$ cat src/rtl/tba_pkg.sv
package tba_pkg;

    // Field widths of the ports.
    localparam int TIME_W    = 32;
    localparam int OUT_VAL_W = 32;
    localparam int IN_VAL_W  = 32;

    // Significant bits of a sample value, and width of the per-data-set result count.
    localparam int VALUE_W = 32;
    localparam int LIMIT_W = 16;

    // Window accumulator and the shared bit-serial divider.
    localparam int SUM_W       = 64;
    localparam int ALIGN_STEPS = TIME_W;
    localparam int AVG_STEPS   = SUM_W;
    localparam int CNT_W       = $clog2(AVG_STEPS + 1);

    // Configuration registers.
    localparam int BUCKET_W      = 11;
    localparam int MODE_W        = 3;
    localparam int LIMIT_FIELD_W = 16;
    localparam int CFG_W         = 16;
    localparam int CFG_IDX_W     = 2;

    localparam logic [CFG_IDX_W-1:0] CFG_BUCKET = 2'd0;
    localparam logic [CFG_IDX_W-1:0] CFG_MODE   = 2'd1;
    localparam logic [CFG_IDX_W-1:0] CFG_LIMIT  = 2'd2;

    localparam logic [LIMIT_FIELD_W-1:0] LIMIT_RESET = 16'hFFFF;

    // Reduction modes; codes above MODE_SUM reduce as an average.
    localparam logic [MODE_W-1:0] MODE_RAW = 3'd0;
    localparam logic [MODE_W-1:0] MODE_AVG = 3'd1;
    localparam logic [MODE_W-1:0] MODE_MIN = 3'd2;
    localparam logic [MODE_W-1:0] MODE_MAX = 3'd3;
    localparam logic [MODE_W-1:0] MODE_SUM = 3'd4;

    // Window length in seconds: up to 2047 minutes times 60 fits in 17 bits.
    localparam int SECS_W = 17;
    localparam logic [5:0] SECS_PER_MIN = 6'd60;

endpackage

$ cat src/rtl/time_bucket_aggregator.sv
// Time bucket aggregator: groups timestamped samples into tumbling windows aligned
// to window-length multiples; emits one reduced word per closed window, or per raw sample.
// Input channel: i_in_valid / o_in_stall carry sample_time, sample_value and
// end_of_data. Output channel: o_out_valid / i_out_stall carry out_time, out_value
// and last_of_run. The configuration port writes one register per i_cfg_we cycle.
// The block works on one sample at a time; o_in_stall is high while it does.
// A raw sample goes straight to the output stage, and a sample that joins the open
// window only updates its sum, extremes and count. Opening a window runs the shared
// divider 32 steps for the alignment remainder. Closing an average window adds 64
// divider steps for the quotient, so a sample that closes one window and flushes the
// next takes the longest. The divider produces one quotient bit per cycle.
// The output word sits in a register: a stalled receiver holds it there, and the
// block waits only when it has a further word to load into a full register.
// A synchronous reset closes the window, clears the result count and the output valid,
// and restores the registers to raw mode with the full result limit.
module time_bucket_aggregator (
    input  logic                                  i_clk,
    input  logic                                  i_rst_n,
    input  logic                                  i_in_valid,
    output logic                                  o_in_stall,
    input  logic        [tba_pkg::TIME_W-1:0]     i_sample_time,
    input  logic signed [tba_pkg::IN_VAL_W-1:0]   i_sample_value,
    input  logic                                  i_end_of_data,
    output logic                                  o_out_valid,
    input  logic                                  i_out_stall,
    output logic        [tba_pkg::TIME_W-1:0]     o_out_time,
    output logic signed [tba_pkg::OUT_VAL_W-1:0]  o_out_value,
    output logic                                  o_last_of_run,
    input  logic                                  i_cfg_we,
    input  logic        [tba_pkg::CFG_IDX_W-1:0]  i_cfg_idx,
    input  logic        [tba_pkg::CFG_W-1:0]      i_cfg_data
);

    localparam logic [3:0] S_IDLE     = 4'd0;
    localparam logic [3:0] S_DECIDE   = 4'd1;
    localparam logic [3:0] S_ALIGN_LD = 4'd2;
    localparam logic [3:0] S_ALIGN    = 4'd3;
    localparam logic [3:0] S_OPEN     = 4'd4;
    localparam logic [3:0] S_EOD      = 4'd5;
    localparam logic [3:0] S_EMIT     = 4'd6;
    localparam logic [3:0] S_AVG      = 4'd7;
    localparam logic [3:0] S_AVG_FIN  = 4'd8;
    localparam logic [3:0] S_PUSH     = 4'd9;
    localparam logic [3:0] S_CLOSE    = 4'd10;

    localparam int VW = tba_pkg::VALUE_W;
    localparam int SW = tba_pkg::SUM_W;
    localparam int TW = tba_pkg::TIME_W;
    localparam int LW = tba_pkg::LIMIT_W;

    localparam logic signed [VW-1:0] VAL_MAX = {1'b0, {(VW-1){1'b1}}};
    localparam logic signed [VW-1:0] VAL_MIN = {1'b1, {(VW-1){1'b0}}};
    localparam logic signed [SW-1:0] SUM_MAX = {1'b0, {(SW-1){1'b1}}};
    localparam logic signed [SW-1:0] SUM_MIN = {1'b1, {(SW-1){1'b0}}};

    // Control state.
    logic [3:0]                 r_state, n_state;
    logic [3:0]                 r_ret, n_ret;
    logic                       r_open, n_open;
    logic [LW-1:0]              r_ec, n_ec;
    logic                       r_out_valid, n_out_valid;
    logic [tba_pkg::BUCKET_W-1:0] r_bucket;
    logic [tba_pkg::MODE_W-1:0] r_mode;
    logic [LW-1:0]              r_limit;

    // Item, window and divider data.
    logic [TW-1:0]              r_t, n_t;
    logic signed [VW-1:0]       r_v, n_v;
    logic                       r_eod, n_eod;
    logic                       r_raw, n_raw;
    logic [tba_pkg::SECS_W-1:0] r_secs, n_secs;
    logic                       r_more, n_more;
    logic [TW-1:0]              r_start, n_start;
    logic signed [SW-1:0]       r_sum, n_sum;
    logic signed [VW-1:0]       r_min, n_min;
    logic signed [VW-1:0]       r_max, n_max;
    logic [TW-1:0]              r_count, n_count;
    logic [TW-1:0]              r_first, n_first;
    logic [TW-1:0]              r_last_t, n_last_t;
    logic [TW-1:0]              r_res_time, n_res_time;
    logic signed [VW-1:0]       r_res_val, n_res_val;
    logic [TW-1:0]              r_rem, n_rem;
    logic [SW-1:0]              r_quo, n_quo;
    logic [TW-1:0]              r_divisor, n_divisor;
    logic [tba_pkg::CNT_W-1:0]  r_cnt, n_cnt;
    logic                       r_neg, n_neg;
    logic [TW-1:0]              r_out_time, n_out_time;
    logic signed [tba_pkg::OUT_VAL_W-1:0] r_out_value, n_out_value;
    logic                       r_out_last, n_out_last;

    // Combinational helpers.
    logic [TW:0]                div_trial;
    logic                       div_ge;
    logic signed [SW:0]         sum_ext;
    logic                       past_end;
    logic [SW-1:0]              sum_mag;
    logic [SW-VW:0]             quo_upper;
    logic [LW:0]                ec_inc;
    logic                       can_push;
    logic                       out_free;
    logic                       in_accept;

    function automatic logic signed [VW-1:0] sat_sum(input logic signed [SW-1:0] x);
        logic [SW-VW:0] upper;
        upper = x[SW-1:VW-1];
        if ((&upper) || !(|upper)) begin
            return x[VW-1:0];
        end else if (x[SW-1]) begin
            return VAL_MIN;
        end else begin
            return VAL_MAX;
        end
    endfunction

    assign o_in_stall    = (r_state != S_IDLE);
    assign in_accept     = i_in_valid && (r_state == S_IDLE);
    assign o_out_valid   = r_out_valid;
    assign o_out_time    = r_out_time;
    assign o_out_value   = r_out_value;
    assign o_last_of_run = r_out_last;

    // One restoring division step: shift in the next dividend bit, subtract if it fits.
    assign div_trial = {r_rem, r_quo[SW-1]};
    assign div_ge    = (div_trial >= {1'b0, r_divisor});

    assign sum_ext   = (SW+1)'(r_sum) + (SW+1)'(r_v);
    assign past_end  = ({1'b0, r_t} >= ({1'b0, r_start} + (TW+1)'(r_secs)));
    assign sum_mag   = r_sum[SW-1] ? (~r_sum + SW'(1)) : r_sum;
    assign quo_upper = r_quo[SW-1:VW-1];
    assign ec_inc    = {1'b0, r_ec} + (LW+1)'(1);
    assign can_push  = (r_ec < r_limit);
    assign out_free  = !r_out_valid || !i_out_stall;

    always_comb begin
        n_state     = r_state;
        n_ret       = r_ret;
        n_open      = r_open;
        n_ec        = r_ec;
        n_out_valid = r_out_valid && i_out_stall;
        n_t         = r_t;
        n_v         = r_v;
        n_eod       = r_eod;
        n_raw       = r_raw;
        n_secs      = r_secs;
        n_more      = r_more;
        n_start     = r_start;
        n_sum       = r_sum;
        n_min       = r_min;
        n_max       = r_max;
        n_count     = r_count;
        n_first     = r_first;
        n_last_t    = r_last_t;
        n_res_time  = r_res_time;
        n_res_val   = r_res_val;
        n_rem       = r_rem;
        n_quo       = r_quo;
        n_divisor   = r_divisor;
        n_cnt       = r_cnt;
        n_neg       = r_neg;
        n_out_time  = r_out_time;
        n_out_value = r_out_value;
        n_out_last  = r_out_last;

        unique case (r_state)
            S_IDLE: begin
                if (in_accept) begin
                    n_t      = i_sample_time;
                    n_v      = VW'(i_sample_value);
                    n_eod    = i_end_of_data;
                    n_raw    = (r_bucket == '0) || (r_mode == tba_pkg::MODE_RAW);
                    n_secs   = tba_pkg::SECS_W'(r_bucket) *
                               tba_pkg::SECS_W'(tba_pkg::SECS_PER_MIN);
                    n_state  = S_DECIDE;
                end
            end
            S_DECIDE: begin
                if (r_raw) begin
                    n_res_time = r_t;
                    n_res_val  = r_v;
                    n_more     = 1'b0;
                    n_ret      = r_eod ? S_CLOSE : S_IDLE;
                    n_state    = S_PUSH;
                end else if (!r_open) begin
                    n_state = S_ALIGN_LD;
                end else if (past_end) begin
                    // Reduce the old window first, then open the new one around this sample.
                    n_more  = r_eod;
                    n_ret   = S_ALIGN_LD;
                    n_state = S_EMIT;
                end else begin
                    if (sum_ext[SW] != sum_ext[SW-1]) begin
                        n_sum = sum_ext[SW] ? SUM_MIN : SUM_MAX;
                    end else begin
                        n_sum = sum_ext[SW-1:0];
                    end
                    if (r_v < r_min) begin
                        n_min = r_v;
                    end
                    if (r_v > r_max) begin
                        n_max = r_v;
                    end
                    if (r_count != '1) begin
                        n_count = r_count + TW'(1);
                    end
                    n_last_t = r_t;
                    n_state  = S_EOD;
                end
            end
            S_ALIGN_LD: begin
                n_rem     = '0;
                n_quo     = {r_t, {(SW-TW){1'b0}}};
                n_divisor = TW'(r_secs);
                n_cnt     = tba_pkg::CNT_W'(tba_pkg::ALIGN_STEPS);
                n_state   = S_ALIGN;
            end
            S_ALIGN, S_AVG: begin
                n_rem = div_ge ? TW'(div_trial - {1'b0, r_divisor}) : div_trial[TW-1:0];
                n_quo = {r_quo[SW-2:0], div_ge};
                n_cnt = r_cnt - tba_pkg::CNT_W'(1);
                if (r_cnt == tba_pkg::CNT_W'(1)) begin
                    n_state = (r_state == S_ALIGN) ? S_OPEN : S_AVG_FIN;
                end
            end
            S_OPEN: begin
                // The remainder of the alignment division is the offset into the window.
                n_start  = r_t - r_rem;
                n_open   = 1'b1;
                n_sum    = SW'(r_v);
                n_min    = r_v;
                n_max    = r_v;
                n_count  = TW'(1);
                n_first  = r_t;
                n_last_t = r_t;
                n_state  = S_EOD;
            end
            S_EOD: begin
                if (r_eod) begin
                    n_more  = 1'b0;
                    n_ret   = S_CLOSE;
                    n_state = S_EMIT;
                end else begin
                    n_state = S_IDLE;
                end
            end
            S_EMIT: begin
                case (r_mode)
                    tba_pkg::MODE_MIN: begin
                        n_res_time = r_first;
                        n_res_val  = r_min;
                        n_state    = S_PUSH;
                    end
                    tba_pkg::MODE_MAX: begin
                        n_res_time = r_first;
                        n_res_val  = r_max;
                        n_state    = S_PUSH;
                    end
                    tba_pkg::MODE_SUM: begin
                        n_res_time = r_last_t;
                        n_res_val  = sat_sum(r_sum);
                        n_state    = S_PUSH;
                    end
                    default: begin
                        // Average: divide the magnitude, restore the sign afterwards.
                        n_neg     = r_sum[SW-1];
                        n_rem     = '0;
                        n_quo     = sum_mag;
                        n_divisor = (r_count == '0) ? TW'(1) : r_count;
                        n_cnt     = tba_pkg::CNT_W'(tba_pkg::AVG_STEPS);
                        n_state   = S_AVG;
                    end
                endcase
            end
            S_AVG_FIN: begin
                n_res_time = r_start + TW'(r_secs >> 1);
                if (|quo_upper) begin
                    n_res_val = r_neg ? VAL_MIN : VAL_MAX;
                end else if (r_neg) begin
                    n_res_val = VW'(-r_quo[VW-1:0]);
                end else begin
                    n_res_val = r_quo[VW-1:0];
                end
                n_state = S_PUSH;
            end
            S_PUSH: begin
                if (!can_push) begin
                    n_state = r_ret;
                end else if (out_free) begin
                    n_out_valid = 1'b1;
                    n_out_time  = r_res_time;
                    n_out_value = tba_pkg::OUT_VAL_W'(r_res_val);
                    n_out_last  = !(r_more && (ec_inc < {1'b0, r_limit}));
                    n_ec        = ec_inc[LW-1:0];
                    n_state     = r_ret;
                end
            end
            S_CLOSE: begin
                n_open  = 1'b0;
                n_ec    = '0;
                n_state = S_IDLE;
            end
            default: begin
                n_state = S_IDLE;
            end
        endcase
    end

    always_ff @(posedge i_clk) begin
        if (!i_rst_n) begin
            r_state     <= S_IDLE;
            r_ret       <= S_IDLE;
            r_open      <= 1'b0;
            r_ec        <= '0;
            r_out_valid <= 1'b0;
            r_bucket    <= '0;
            r_mode      <= tba_pkg::MODE_RAW;
            r_limit     <= LW'(tba_pkg::LIMIT_RESET);
        end else begin
            r_state     <= n_state;
            r_ret       <= n_ret;
            r_open      <= n_open;
            r_ec        <= n_ec;
            r_out_valid <= n_out_valid;
            if (i_cfg_we) begin
                unique case (i_cfg_idx)
                    tba_pkg::CFG_BUCKET: r_bucket <= i_cfg_data[tba_pkg::BUCKET_W-1:0];
                    tba_pkg::CFG_MODE:   r_mode   <= i_cfg_data[tba_pkg::MODE_W-1:0];
                    tba_pkg::CFG_LIMIT: begin
                        r_limit <= LW'(i_cfg_data[tba_pkg::LIMIT_FIELD_W-1:0]);
                    end
                    default: begin
                    end
                endcase
            end
        end
    end

    always_ff @(posedge i_clk) begin
        r_t         <= n_t;
        r_v         <= n_v;
        r_eod       <= n_eod;
        r_raw       <= n_raw;
        r_secs      <= n_secs;
        r_more      <= n_more;
        r_start     <= n_start;
        r_sum       <= n_sum;
        r_min       <= n_min;
        r_max       <= n_max;
        r_count     <= n_count;
        r_first     <= n_first;
        r_last_t    <= n_last_t;
        r_res_time  <= n_res_time;
        r_res_val   <= n_res_val;
        r_rem       <= n_rem;
        r_quo       <= n_quo;
        r_divisor   <= n_divisor;
        r_cnt       <= n_cnt;
        r_neg       <= n_neg;
        r_out_time  <= n_out_time;
        r_out_value <= n_out_value;
        r_out_last  <= n_out_last;
    end

endmodule

$ cat config.mk
export PLATFORM = sky130hd
export DESIGN_NAME = time_bucket_aggregator
export DESIGN_NICKNAME = d
export VERILOG_FILES = /design/src/rtl/tba_pkg.sv /design/src/rtl/time_bucket_aggregator.sv
export SDC_FILE = /design/constraint.sdc
export NUM_CORES = 2
export LEC_CHECK = 0
export BUFFER_PORTS_ARGS = -buffer_cell sky130_fd_sc_hd__buf_2
export CAP_MARGIN = 20
export CORE_MARGIN = 1
export CORE_UTILIZATION = 63
export DETAILED_ROUTE_END_ITERATION = 16
export PLACE_DENSITY = 0.81
export SLEW_MARGIN = 15
export SYNTH_ARGS = -nofsm -noshare
export SYNTH_HDL_FRONTEND = slang
export SYNTH_SLANG_ARGS = --single-unit
$ cat constraint.sdc
create_clock -name i_clk -period 9.6 [get_ports i_clk]
set_input_delay 1.92 -clock i_clk [delete_from_list [all_inputs] [get_ports i_clk]]
set_output_delay 1.92 -clock i_clk [all_outputs]
set_load 0.01 [all_outputs]
==> flow_summary.ini <==
[final_layout]
syn_to_final_growth_pct = 9.83
nets = 4653
mostFrequentLayoutCells = edfxtp_1, nand2_1, a21oi_1
drive_above_1_share_pct = 8.73
final_cells = 5143
layout_commonest_cell = edfxtp_1

[clocking]
clock-root-buffer = clkbuf_16
holdBufCountCts = 0
clkSinkCount = 657
htreeDepth = 3
cts_setup_buffers = 0
post_cts_resized = 0
insertion_delay_ns = 0.63
clock_path_buffers = 3
clk_pin_slew_ns = 0.06
cts_tree = built
cts_inserted_buffers = 73

[global_route]
grt_usage_pct = 34.7
first_global_vias = 31000
grt_pass1_wl_mm = 178
grt_max_degree = 73
antenna_found_initial = 6
overflow = 0

[yosys]
synthArstFlopShare_pct = 0
syn_avg_cell_area_sq_um = 10.0
seq_area_frac_synth_pct = 46.5
ys_warn_count = 0
synthCells = 4115
synth_edf_count = 603
ys.flop_type = edfxtp_1
synth_fp_nets = 4539
yosysUniqueCellTypes = 91
synth_area_sq_mm = 0.0412
synth-seq-cells = 657

[setup_path]
cp-end-kind = flop
worstSetupPathType = reg2reg
path_delay_family = compound AO/OA/AOI/OAI gates
max_stage_delay_ns = 0.77
r2r_slack_ns = 2.55
critical_path_arrival_ns = 7.30
worstPathBufferInverterCount = 2
reg2reg_depth = 20
critPathRequiredTime_ns = 9.85
reg2reg_from = r_secs[3]$_DFFE_PP_
cp_slowest_cell = a31oi_1
path_cells = ha_1, a21o_1, a21oi_1, o21bai_1, a21oi_1, o21bai_1, a31o_2, a21bo_2, a31oi_1, nor2_1, xnor2_1, ha_1, a2111oi_0, nand3_1, a2111oi_0, nor3_1, and2_1, o21a_1, inv_4, buf_4
cp_max_fo = 39
rr_endpoint = r_sum[23]$_DFFE_PP_
startpoint_type = flop

[worst_hold_path]
holdPathEnd = o_out_value[0]$_DFFE_PP_
min_path_type = reg2reg
min_from = r_res_val[0]$_DFFE_PP_
whs_path_depth = 0

[sta]
drv_slew = 0
fin_tns_setup_ns = 0
rsz0062_at_grt = false
timing.fmax_mhz = 142
max_slew_margin_pct = 31.0
min_period_ns = 7.05
finalHoldViolations = 0
tightest_slew_ns = 1.03
setup_viol = 0
skew_ns = 0.0227
post-route-period-util_pct = 73.5

[detailed_routing]
ant_nets = 0
viasPerCell = 6.49
drc = 0
vias = 33400
drt-total-wl_mm = 117
wire_per_inst_um = 22.7
drtIter0Drc = 4368
dr.pass1.iters = 10

[place]
port_buffers = 154
gp_congestion = 0.980
place_hpwl_mm = 84.0
dpl.cell_count = 5005

[pwr]
p_per_area_mw_per_mm2 = 165
vdd_drop_max_mv = 0.133
p_leak_nw = 18.0

[outcome]
status = finished, final reports clean

[floorplan]
num_rows = 93
coreArea_sq_mm = 0.0646
die_area_sq_mm = 0.0665
start_util_pct = 63.9
ios = 155
die_width_um = 258
die_h_um = 258

[job]
drv_cap = 0
==> worst max-delay path by stage <==
stage,start,cells after the start,to
after CTS,r_start[2]$_DFFE_PP_,20,r_sum[63]$_DFFE_PP_
after floorplan,r_start[2]$_DFFE_PP_,21,r_last_t[0]$_DFFE_PP_
after global placement,r_start[2]$_DFFE_PP_,20,r_sum[39]$_DFFE_PP_
after global routing,r_secs[3]$_DFFE_PP_,20,r_sum[27]$_DFFE_PP_
after detailed placement,r_start[2]$_DFFE_PP_,20,r_sum[39]$_DFFE_PP_
final,r_secs[3]$_DFFE_PP_,20,r_sum[23]$_DFFE_PP_
==> cell type report <==
class	instances	area [sq um]
clock buffers	95	2000
inverters	236	891
clock inverters	36	318
flip-flops and latches	657	19200
well taps	855	1070
multi-input cells	3061	20700
repair buffers	200	1170
diodes	3	7.51
fillers	4816	19300
==> metal layers <==
layer	global-route usage, %	vias to the layer above	wire length (um)
li1	-	15500	-
met1	49.7	15800	48000
met2	49.9	1919	49300
met3	11.3	252	15900
met4	11.1	4	3680
met5	0	-	24
==> logic make-up after synthesis <==
logic type      Yosys count  share of synthesized area [%]
compound gates         1211                           18.1
xor+xnor                284                           6.03
fa+ha+maj               352                           11.0
buf+inv                 397                           3.68
flops                   657                           46.5
mux                      36                          0.874
simple gates           1178                           13.7
==> registers in the layout, indices dropped and copies added, names as in the netlist, 4 cells and up <==
register	cells
o_out_time	32
o_out_value	32
r_bucket	11
r_cnt	7
r_count	32
r_divisor	32
r_ec	16
r_first	32
r_last_t	32
r_limit	16
r_max	32
r_min	32
r_quo	64
r_rem	32
r_res_time	32
r_res_val	32
r_secs	15
r_start	32
r_state	4
r_sum	64
r_t	32
r_v	32
==> synth_stat cells, drive strengths merged (28+ instances only) <==
cell | instances | share of area (%)
a211oi | 28 | 0.52
a21o | 84 | 1.5
a21oi | 396 | 4.8
a22oi | 65 | 1.2
a31oi | 28 | 0.42
and2 | 34 | 0.52
and3 | 35 | 0.53
buf | 30 | 0.34
clkbuf | 131 | 1.2
dfxtp | 54 | 2.6
edfxtp | 603 | 44
ha | 312 | 9.5
inv | 234 | 2.1
mux2i | 36 | 0.87
nand2 | 416 | 3.8
nand2b | 42 | 0.66
nand3 | 62 | 0.75
nand4 | 55 | 0.83
nor2 | 286 | 2.6
nor2b | 45 | 0.68
nor3 | 65 | 0.82
nor4 | 30 | 0.49
o211ai | 43 | 0.78
o21ai | 317 | 3.8
o21bai | 30 | 0.55
o31ai | 39 | 0.73
or3 | 33 | 0.52
xnor2 | 134 | 2.8
xor2 | 150 | 3.2
==> report_power, final <==
part	total, mW	internal [mW]	switching [mW]
Combinational	1.24	0.465	0.773
Sequential	3.48	3.34	0.143
Clock	2.77	1.60	1.17
Total	7.49	5.40	2.09
==> stage by stage <==
step / setup slack, ns / power [mW] / area, sq um / hold WS (ns) / utilization [%]
2_1_floorplan: 2.80 / 4.33 / 41200 / 0.400 / -
3_3_place_gp: 2.28 / 4.69 / 42900 / 0.401 / 66.4
3_5_place_dp: 2.21 / 4.73 / 42900 / 0.405 / 66.4
4_1_cts: 2.14 / 7.48 / 45200 / 0.420 / 70.0
5_1_grt: 1.92 / 7.74 / 45300 / 0.424 / 70.1
6_report: 2.55 / 7.49 / 45300 / 0.417 / 70.1
Power figures use the tool's default switching activity.
